==> config.mk <==
export PLATFORM = sky130hd
export DESIGN_NAME = phase_accumulator_with_freq_hold
export DESIGN_NICKNAME = d
export VERILOG_FILES = /design/src/rtl/phacc_pkg.sv /design/src/rtl/phase_accumulator_with_freq_hold.sv /design/src/rtl/phacc_cfg.sv /design/src/rtl/phacc_core.sv
export SDC_FILE = /design/constraint.sdc
export NUM_CORES = 2
export LEC_CHECK = 0
export BUFFER_PORTS_ARGS = -buffer_cell sky130_fd_sc_hd__buf_2
export CORE_MARGIN = 5
export CORE_UTILIZATION = 30
export CTS_CLUSTER_DIAMETER = 30
export CTS_CLUSTER_SIZE = 20
export DETAILED_ROUTE_END_ITERATION = 7
export GPL_TIMING_DRIVEN = 1
export PLACE_DENSITY_LB_ADDON = 0.15
export SETUP_SLACK_MARGIN = 0.5
export SYNTH_ARGS = -nofsm -noshare
export SYNTH_HDL_FRONTEND = slang
export SYNTH_SLANG_ARGS = --single-unit
==> constraint.sdc <==
create_clock -name i_clk -period 20.7 [get_ports i_clk]
set_input_delay 2.07 -clock i_clk [delete_from_list [all_inputs] [get_ports i_clk]]
set_output_delay 2.07 -clock i_clk [all_outputs]
set_load 0.05 [all_outputs]
==> src/rtl/phacc_pkg.sv <==
// Shared types, register map and reset values of the phase accumulator.
`timescale 1ns / 1ps

package phacc_pkg;

    localparam int PHASE_BITS_DEF = 32;
    localparam int APB_ADDR_W     = 3;

    localparam logic REG_HOLD_MODE = 1'b0;
    localparam logic REG_INV_RATE  = 1'b1;

    localparam logic        HOLD_MODE_RST = 1'b1;
    localparam logic [31:0] INV_RATE_RST  = 32'd89478;

    localparam logic CMD_SAMPLE    = 1'b0;
    localparam logic CMD_SET_PHASE = 1'b1;

    typedef struct packed {
        logic        hold_mode;
        logic [31:0] inv_rate;
    } t_cfg;

    typedef struct packed {
        logic valid;
        logic cmd;
    } t_step;

endpackage

==> src/rtl/phase_accumulator_with_freq_hold.sv <==
// Top level of the phase accumulator with frequency hold.
//
//   Channel  Direction  Payload
//   s        in         tuser: command; tdata: frequency [31:0], new_phase [63:32]
//   m        out        tdata: phase_out [31:0], freq_out [63:32]
//   apb      in/out     hold_mode at 0x0, inv_rate at 0x4
//
// One item is taken per cycle unless the output stalls; a sample's result is registered.
// The loop that sets the rate is the 33 by 32 multiply and 64-bit add feeding the phase.
// A set-phase command leaves the input register without waiting and gives no result.
// Reset clears phase and held frequency, sets hold mode, and sets inv_rate to 89478.
// A stalled result waits in the output register while one more item waits at the input.
`timescale 1ns / 1ps

module phase_accumulator_with_freq_hold #(
    parameter int PHASE_BITS = phacc_pkg::PHASE_BITS_DEF
) (
    input  logic                              i_clk,
    input  logic                              i_rst_n,
    input  logic                              i_s_tvalid,
    output logic                              o_s_tready,
    input  logic [63:0]                       i_s_tdata,  // frequency, new_phase
    input  logic                              i_s_tuser,  // command
    output logic                              o_m_tvalid,
    input  logic                              i_m_tready,
    output logic [63:0]                       o_m_tdata,  // phase_out, freq_out
    input  logic                              psel,
    input  logic                              penable,
    input  logic                              pwrite,
    input  logic [phacc_pkg::APB_ADDR_W-1:0]  paddr,
    input  logic [31:0]                       pwdata,
    output logic [31:0]                       prdata,
    output logic                              pready
);

    phacc_pkg::t_cfg  w_cfg;
    phacc_pkg::t_step w_step;

    logic               r_in_valid;
    logic               r_in_cmd;
    logic signed [31:0] r_in_freq;
    logic [31:0]        r_in_phase;
    logic               r_out_valid;
    logic [63:0]        r_out_data;

    logic               w_out_free;
    logic               w_in_move;
    logic               w_in_fire;
    logic [31:0]        w_phase_out;
    logic signed [31:0] w_freq_out;

    phacc_cfg u_cfg (
        .i_clk   (i_clk),
        .i_rst_n (i_rst_n),
        .psel    (psel),
        .penable (penable),
        .pwrite  (pwrite),
        .paddr   (paddr),
        .pwdata  (pwdata),
        .prdata  (prdata),
        .pready  (pready),
        .o_cfg   (w_cfg)
    );

    assign w_out_free = !r_out_valid || i_m_tready;
    assign w_in_move  = r_in_valid &&
                        ((r_in_cmd == phacc_pkg::CMD_SET_PHASE) || w_out_free);
    assign o_s_tready = !r_in_valid || w_in_move;
    assign w_in_fire  = i_s_tvalid && o_s_tready;

    assign w_step.valid = w_in_move;
    assign w_step.cmd   = r_in_cmd;

    phacc_core #(
        .PHASE_BITS (PHASE_BITS)
    ) u_core (
        .i_clk       (i_clk),
        .i_rst_n     (i_rst_n),
        .i_cfg       (w_cfg),
        .i_step      (w_step),
        .i_frequency (r_in_freq),
        .i_new_phase (r_in_phase),
        .o_phase_out (w_phase_out),
        .o_freq_out  (w_freq_out)
    );

    always_ff @(posedge i_clk) begin
        if (!i_rst_n) begin
            r_in_valid <= 1'b0;
        end else if (w_in_fire) begin
            r_in_valid <= 1'b1;
        end else if (w_in_move) begin
            r_in_valid <= 1'b0;
        end
    end

    always_ff @(posedge i_clk) begin
        if (w_in_fire) begin
            r_in_cmd   <= i_s_tuser;
            r_in_freq  <= i_s_tdata[31:0];
            r_in_phase <= i_s_tdata[63:32];
        end
    end

    always_ff @(posedge i_clk) begin
        if (!i_rst_n) begin
            r_out_valid <= 1'b0;
        end else if (w_in_move && (r_in_cmd == phacc_pkg::CMD_SAMPLE)) begin
            r_out_valid <= 1'b1;
        end else if (i_m_tready) begin
            r_out_valid <= 1'b0;
        end
    end

    always_ff @(posedge i_clk) begin
        if (w_in_move && (r_in_cmd == phacc_pkg::CMD_SAMPLE)) begin
            r_out_data <= {w_freq_out, w_phase_out};
        end
    end

    assign o_m_tvalid = r_out_valid;
    assign o_m_tdata  = r_out_data;

    a_sample_gives_result: assert property (@(posedge i_clk) disable iff (!i_rst_n)
        (w_in_move && (r_in_cmd == phacc_pkg::CMD_SAMPLE)) |=> o_m_tvalid)
        else $error("a processed sample gave no result");

endmodule

==> src/rtl/phacc_cfg.sv <==
// APB register file holding the hold mode and the phase step per hertz.
`timescale 1ns / 1ps

module phacc_cfg (
    input  logic                               i_clk,
    input  logic                               i_rst_n,
    input  logic                               psel,
    input  logic                               penable,
    input  logic                               pwrite,
    input  logic [phacc_pkg::APB_ADDR_W-1:0]   paddr,
    input  logic [31:0]                        pwdata,
    output logic [31:0]                        prdata,
    output logic                               pready,
    output phacc_pkg::t_cfg                    o_cfg
);

    logic        r_hold_mode;
    logic [31:0] r_inv_rate;
    logic        w_wr;

    assign pready = 1'b1;
    assign w_wr   = psel && penable && pwrite;

    always_ff @(posedge i_clk) begin
        if (!i_rst_n) begin
            r_hold_mode <= phacc_pkg::HOLD_MODE_RST;
            r_inv_rate  <= phacc_pkg::INV_RATE_RST;
        end else if (w_wr) begin
            case (paddr[2])
                phacc_pkg::REG_HOLD_MODE: r_hold_mode <= pwdata[0];
                phacc_pkg::REG_INV_RATE:  r_inv_rate  <= pwdata;
                default: ;
            endcase
        end
    end

    always_comb begin
        prdata = 32'd0;
        if (paddr[1:0] == 2'b00) begin
            case (paddr[2])
                phacc_pkg::REG_HOLD_MODE: prdata = {31'd0, r_hold_mode};
                phacc_pkg::REG_INV_RATE:  prdata = r_inv_rate;
                default:                  prdata = 32'd0;
            endcase
        end
    end

    assign o_cfg.hold_mode = r_hold_mode;
    assign o_cfg.inv_rate  = r_inv_rate;

endmodule

==> src/rtl/phacc_core.sv <==
// Phase register, frequency hold logic and the multiply-add phase step.
`timescale 1ns / 1ps

module phacc_core #(
    parameter int PHASE_BITS = phacc_pkg::PHASE_BITS_DEF
) (
    input  logic                i_clk,
    input  logic                i_rst_n,
    input  phacc_pkg::t_cfg     i_cfg,
    input  phacc_pkg::t_step    i_step,
    input  logic signed [31:0]  i_frequency,
    input  logic [31:0]         i_new_phase,
    output logic [31:0]         o_phase_out,
    output logic signed [31:0]  o_freq_out
);

    localparam int UP_SHIFT = (PHASE_BITS >= 32) ? (PHASE_BITS - 32) : 0;
    localparam int DN_SHIFT = (PHASE_BITS < 32) ? (32 - PHASE_BITS) : 0;

    logic [PHASE_BITS-1:0] r_phase;
    logic [PHASE_BITS-1:0] n_phase;
    logic signed [31:0]    r_held;
    logic signed [31:0]    n_held;
    logic                  r_wrapped;
    logic                  n_wrapped;

    logic signed [31:0]    w_held_sel;
    logic signed [31:0]    w_use;
    logic signed [63:0]    w_prod;
    logic signed [63:0]    w_inc;
    logic [63:0]           w_sum;
    logic                  w_wrap;
    logic [63:0]           w_ph64;
    logic [63:0]           w_np64;
    logic [PHASE_BITS-1:0] w_load_phase;

    always_comb begin
        w_held_sel = r_held;
        if (i_cfg.hold_mode &&
            (((i_frequency != 32'sd0) && (r_held == 32'sd0)) || r_wrapped)) begin
            w_held_sel = i_frequency;
        end
        w_use = i_cfg.hold_mode ? w_held_sel : i_frequency;
    end

    assign w_prod = 64'(w_use) * $signed({32'd0, i_cfg.inv_rate});
    assign w_inc  = w_prod >>> 16;
    assign w_sum  = {{(64-PHASE_BITS){1'b0}}, r_phase} + $unsigned(w_inc);
    assign w_wrap = |w_sum[63:PHASE_BITS];

    assign w_ph64 = {{(64-PHASE_BITS){1'b0}}, r_phase};
    assign w_np64 = {32'd0, i_new_phase};
    assign w_load_phase = (PHASE_BITS >= 32) ? PHASE_BITS'(w_np64 << UP_SHIFT)
                                             : PHASE_BITS'(w_np64 >> DN_SHIFT);

    assign o_phase_out = (PHASE_BITS >= 32) ? 32'(w_ph64 >> UP_SHIFT)
                                            : 32'(w_ph64 << DN_SHIFT);
    assign o_freq_out  = w_use;

    always_comb begin
        n_phase   = r_phase;
        n_held    = r_held;
        n_wrapped = r_wrapped;
        if (i_step.valid) begin
            if (i_step.cmd == phacc_pkg::CMD_SET_PHASE) begin
                n_phase   = w_load_phase;
                n_wrapped = 1'b0;
            end else begin
                n_phase   = w_sum[PHASE_BITS-1:0];
                n_held    = w_held_sel;
                n_wrapped = w_wrap;
            end
        end
    end

    always_ff @(posedge i_clk) begin
        if (!i_rst_n) begin
            r_phase   <= '0;
            r_held    <= '0;
            r_wrapped <= 1'b0;
        end else begin
            r_phase   <= n_phase;
            r_held    <= n_held;
            r_wrapped <= n_wrapped;
        end
    end

    a_set_phase_loads: assert property (@(posedge i_clk) disable iff (!i_rst_n)
        (i_step.valid && (i_step.cmd == phacc_pkg::CMD_SET_PHASE))
        |=> (r_phase == $past(w_load_phase)) && !r_wrapped)
        else $error("set phase did not load the phase or clear the wrap flag");

    a_idle_keeps_state: assert property (@(posedge i_clk) disable iff (!i_rst_n)
        !i_step.valid |=> $stable(r_phase) && $stable(r_held) && $stable(r_wrapped))
        else $error("state changed without a step");

    a_follow_keeps_held: assert property (@(posedge i_clk) disable iff (!i_rst_n)
        (i_step.valid && !i_cfg.hold_mode) |=> $stable(r_held))
        else $error("held frequency changed outside hold mode");

endmodule

==> metrics.md <==
| Metric | Value |
|---|---|
| Status | `finished, final reports clean` |
| Antenna violations before repair | `17` |
| CP max stage delay | `1070 ps` |
| H-tree depth | `3` |
| Hold Fails Final Rpt | `0` |
| RSZ-0062 raised after global routing | `false` |
| Vias in the first global route | `36.2k` |
| Path type of the worst setup path | `reg -> reg` |
| Cts repair resizes | `0` |
| Layout net count | `6214` |
| Max Clk Rate | `70.7 MHz` |
| Fin. max-slew vios | `0` |
| Die height | `396 um` |
| Pin count of the biggest net entering global routing | `66` |
| Cell Area, Synth | `0.0446 sq mm` |
| Yosys top cell area share | `40.3%` |
| Mapped Cells | `4812` |
| Max layer used | `met5` |
| Synth area leader | `fa_1` |
| Dpl cell area | `0.0476 sq mm` |
| Hold Crit Class | `reg -> reg` |
| Routed wire per std cell | `21.9 um` |
| Postcts setup bufs | `0` |
| Placement row count | `141` |
| Hold_buf cts | `0` |
| Number of port buffers | `204` |
| Starting DRT DRC Count | `1908` |
| Overall routed net length | `151000 um` |
| Starting Density | `30.2%` |
| Clock Sinks | `229` |
| Tmin final | `14150 ps` |
| Post-synth top flop | `edfxtp_1` |
| Grt total ovfl | `0` |
| Vias per cell | `4.81` |
| Origin of the critical flop-to-flop path | `r_in_freq[26]` |
| Final setup viols | `0` |
| Setup Skew | `35.2 ps` |
| Share of cells above drive strength 1 | `9.02%` |
| Met1 wire length | `64900 um` |
| Register area share after synthesis | `13.2%` |
| Via Count | `33.1k` |
| RD Place Congestion | `0.866` |
| Crit end category | `flip-flop` |
| CP Data Arrival Time | `14650 ps` |
| Syn Area/Cell | `9.27 sq um` |
| Core box area | `0.148 sq mm` |
| CP max-delay cell | `mux2_2` |
| DR DRC count | `0` |
| Met3 WL | `7370 um` |
| Crit-path most repeated cell | `fa_1` |
| CTS max path bufs | `3` |
| CTS clock-pin slew for the worst setup and hold paths | `40 ps` |
| Setup_tns | `0 ps` |
| Total CTS buffers | `76` |
| Chip Width | `396 um` |
| Most common cell in the netlist | `inv_1` |
| Post-synth ARST share | `0%` |
| Met2 routed WL | `75900 um` |
| Worst endpoint required time | `21200 ps` |
| Max Cap Viol | `0` |
| Top cells by count, synth | `inv_1 (939), fa_1 (897), and2_1 (578)` |
| Worst-Margin Slew | `1230 ps` |
| Hold Startpoint | `u_cfg.r_inv_rate[20]` |
| Die area | `0.157 sq mm` |
| Worst Setup Start Kind | `flip-flop` |
| CP max FO | `33` |
| Num ports | `206` |
| Max transition margin | `17.3%` |
| Fillcell total | `15.4k` |
| CTS tree | `done` |
| Syn Nets | `6135` |
| Area delta synth->final | `12.5%` |
| Overall Global Routing Usage | `19.5%` |
| #FFs+latches synth | `229` |
| Top cells by area, synth | `fa_1 (40%), ha_1 (8.9%), edfxtp_1 (8.7%)` |
| Final Cycle Share | `68.3%` |
| Detailed Place HPWL | `116000 um` |
| Yosys warns | `0` |
| EDFF count, synth | `129` |
| Yosys cell types | `76` |
| First-pass GRT wire length | `231000 um` |
| Crit path launch | `r_in_freq[26]` |
| Post-route cell area | `0.0502 sq mm` |
| Drt first pass iters | `5` |
| Root Driver | `clkbuf_16` |
| Final ANT Viol Nets | `0` |
| Clk Latency, worst-skew pair | `650 ps` |
==> layout by cell type, fill, tap and decap left out, drive strengths merged, types with 35 or more instances in the layout <==
cell type  instances
a21o              43
a21oi            128
and2             579
buf              264
clkbuf            98
dfxtp            100
edfxtp           129
fa               897
ha               319
inv              940
mux2i             46
nand2            567
nand4             39
nor2             169
nor2b             76
nor3              39
o21ai             96
xnor2             35
xor2              36
==> critical path, delay by kind of cell (launching register included) <==
| kind | cells | cell delay [ps] |
|---|---|---|
| AND/OR/NAND/NOR | 10 | 2720 |
| adder cells (fa/ha/maj) | 10 | 4750 |
| buffers and inverters | 4 | 220 |
| XOR/XNOR | 1 | 220 |
| multiplexers | 1 | 1070 |
| AO/OA/AOI/OAI | 14 | 4560 |
| flip-flops | 1 | 410 |
==> cells by family (layout without fill, tap and decap cells) <==
kind of cell             after synthesis  after routing  synth area share [%]
AO/OA/AOI/OAI                        426            426                  6.10
XOR/XNOR                              71             71                  1.39
adder cells (fa/ha/maj)             1216           1216                  49.2
buffers and inverters               1202           1343                  10.2
flip-flops                           229            229                  13.2
multiplexers                          75             75                  1.76
other                                  1              6               0.00841
AND/OR/NAND/NOR                     1592           1592                  18.2
==> metrics by stage <==
step / cells / setup WS (ps) / utilization, % / hold slack [ps]
final: 6888 / 6550 / 33.9 / 455
after global routing: 6884 / 5680 / 33.9 / 473
after CTS: 6883 / 6640 / 33.9 / 454
after detailed placement: 6743 / 6720 / 32.2 / 449
after global placement: 6743 / 6940 / 32.2 / 449
after floorplan: 4812 / 9550 / - / 431
==> final cells by class <==
| class | instances | area [sq um] | share of cell area, % |
|---|---|---|---|
| antenna | 5 | 12.5 | 0.0249 |
| clock buffer | 98 | 2140 | 4.26 |
| clock inverter | 42 | 468 | 0.933 |
| inverter | 939 | 3530 | 7.03 |
| multi-input combinational | 3381 | 34300 | 68.3 |
| sequential | 229 | 5880 | 11.7 |
| tap | 1930 | 2410 | 4.81 |
| timing repair buffer | 264 | 1470 | 2.93 |
==> state kept, by name (all words and copies together) (netlist names), 32 cells and up <==
name / flops
u_core.o_phase_out: 32
u_cfg.r_inv_rate: 32
r_in_phase: 32
o_m_tdata: 64
u_core.r_held: 32
r_in_freq: 32
==> worst paths after layout <==
check / to / slack (ps) / cells past startpoint
worst min-delay path: u_cfg.r_inv_rate[20] / 460 / 2
worst min register to register: u_cfg.r_inv_rate[20] / 460 / 2
worst max register to register: u_core.r_wrapped / 6550 / 40
worst max-delay path: u_core.r_wrapped / 6550 / 40
==> per-layer routing <==
metal	track usage, %	vias to the layer above
met3	2.91	143
li1	-	14900
met5	0	-
met4	4.04	4
met2	34.3	752
met1	25.5	17300
Power is not shown: default switching activity piles up to over one toggle a cycle in this logic, so the estimate is an artifact.
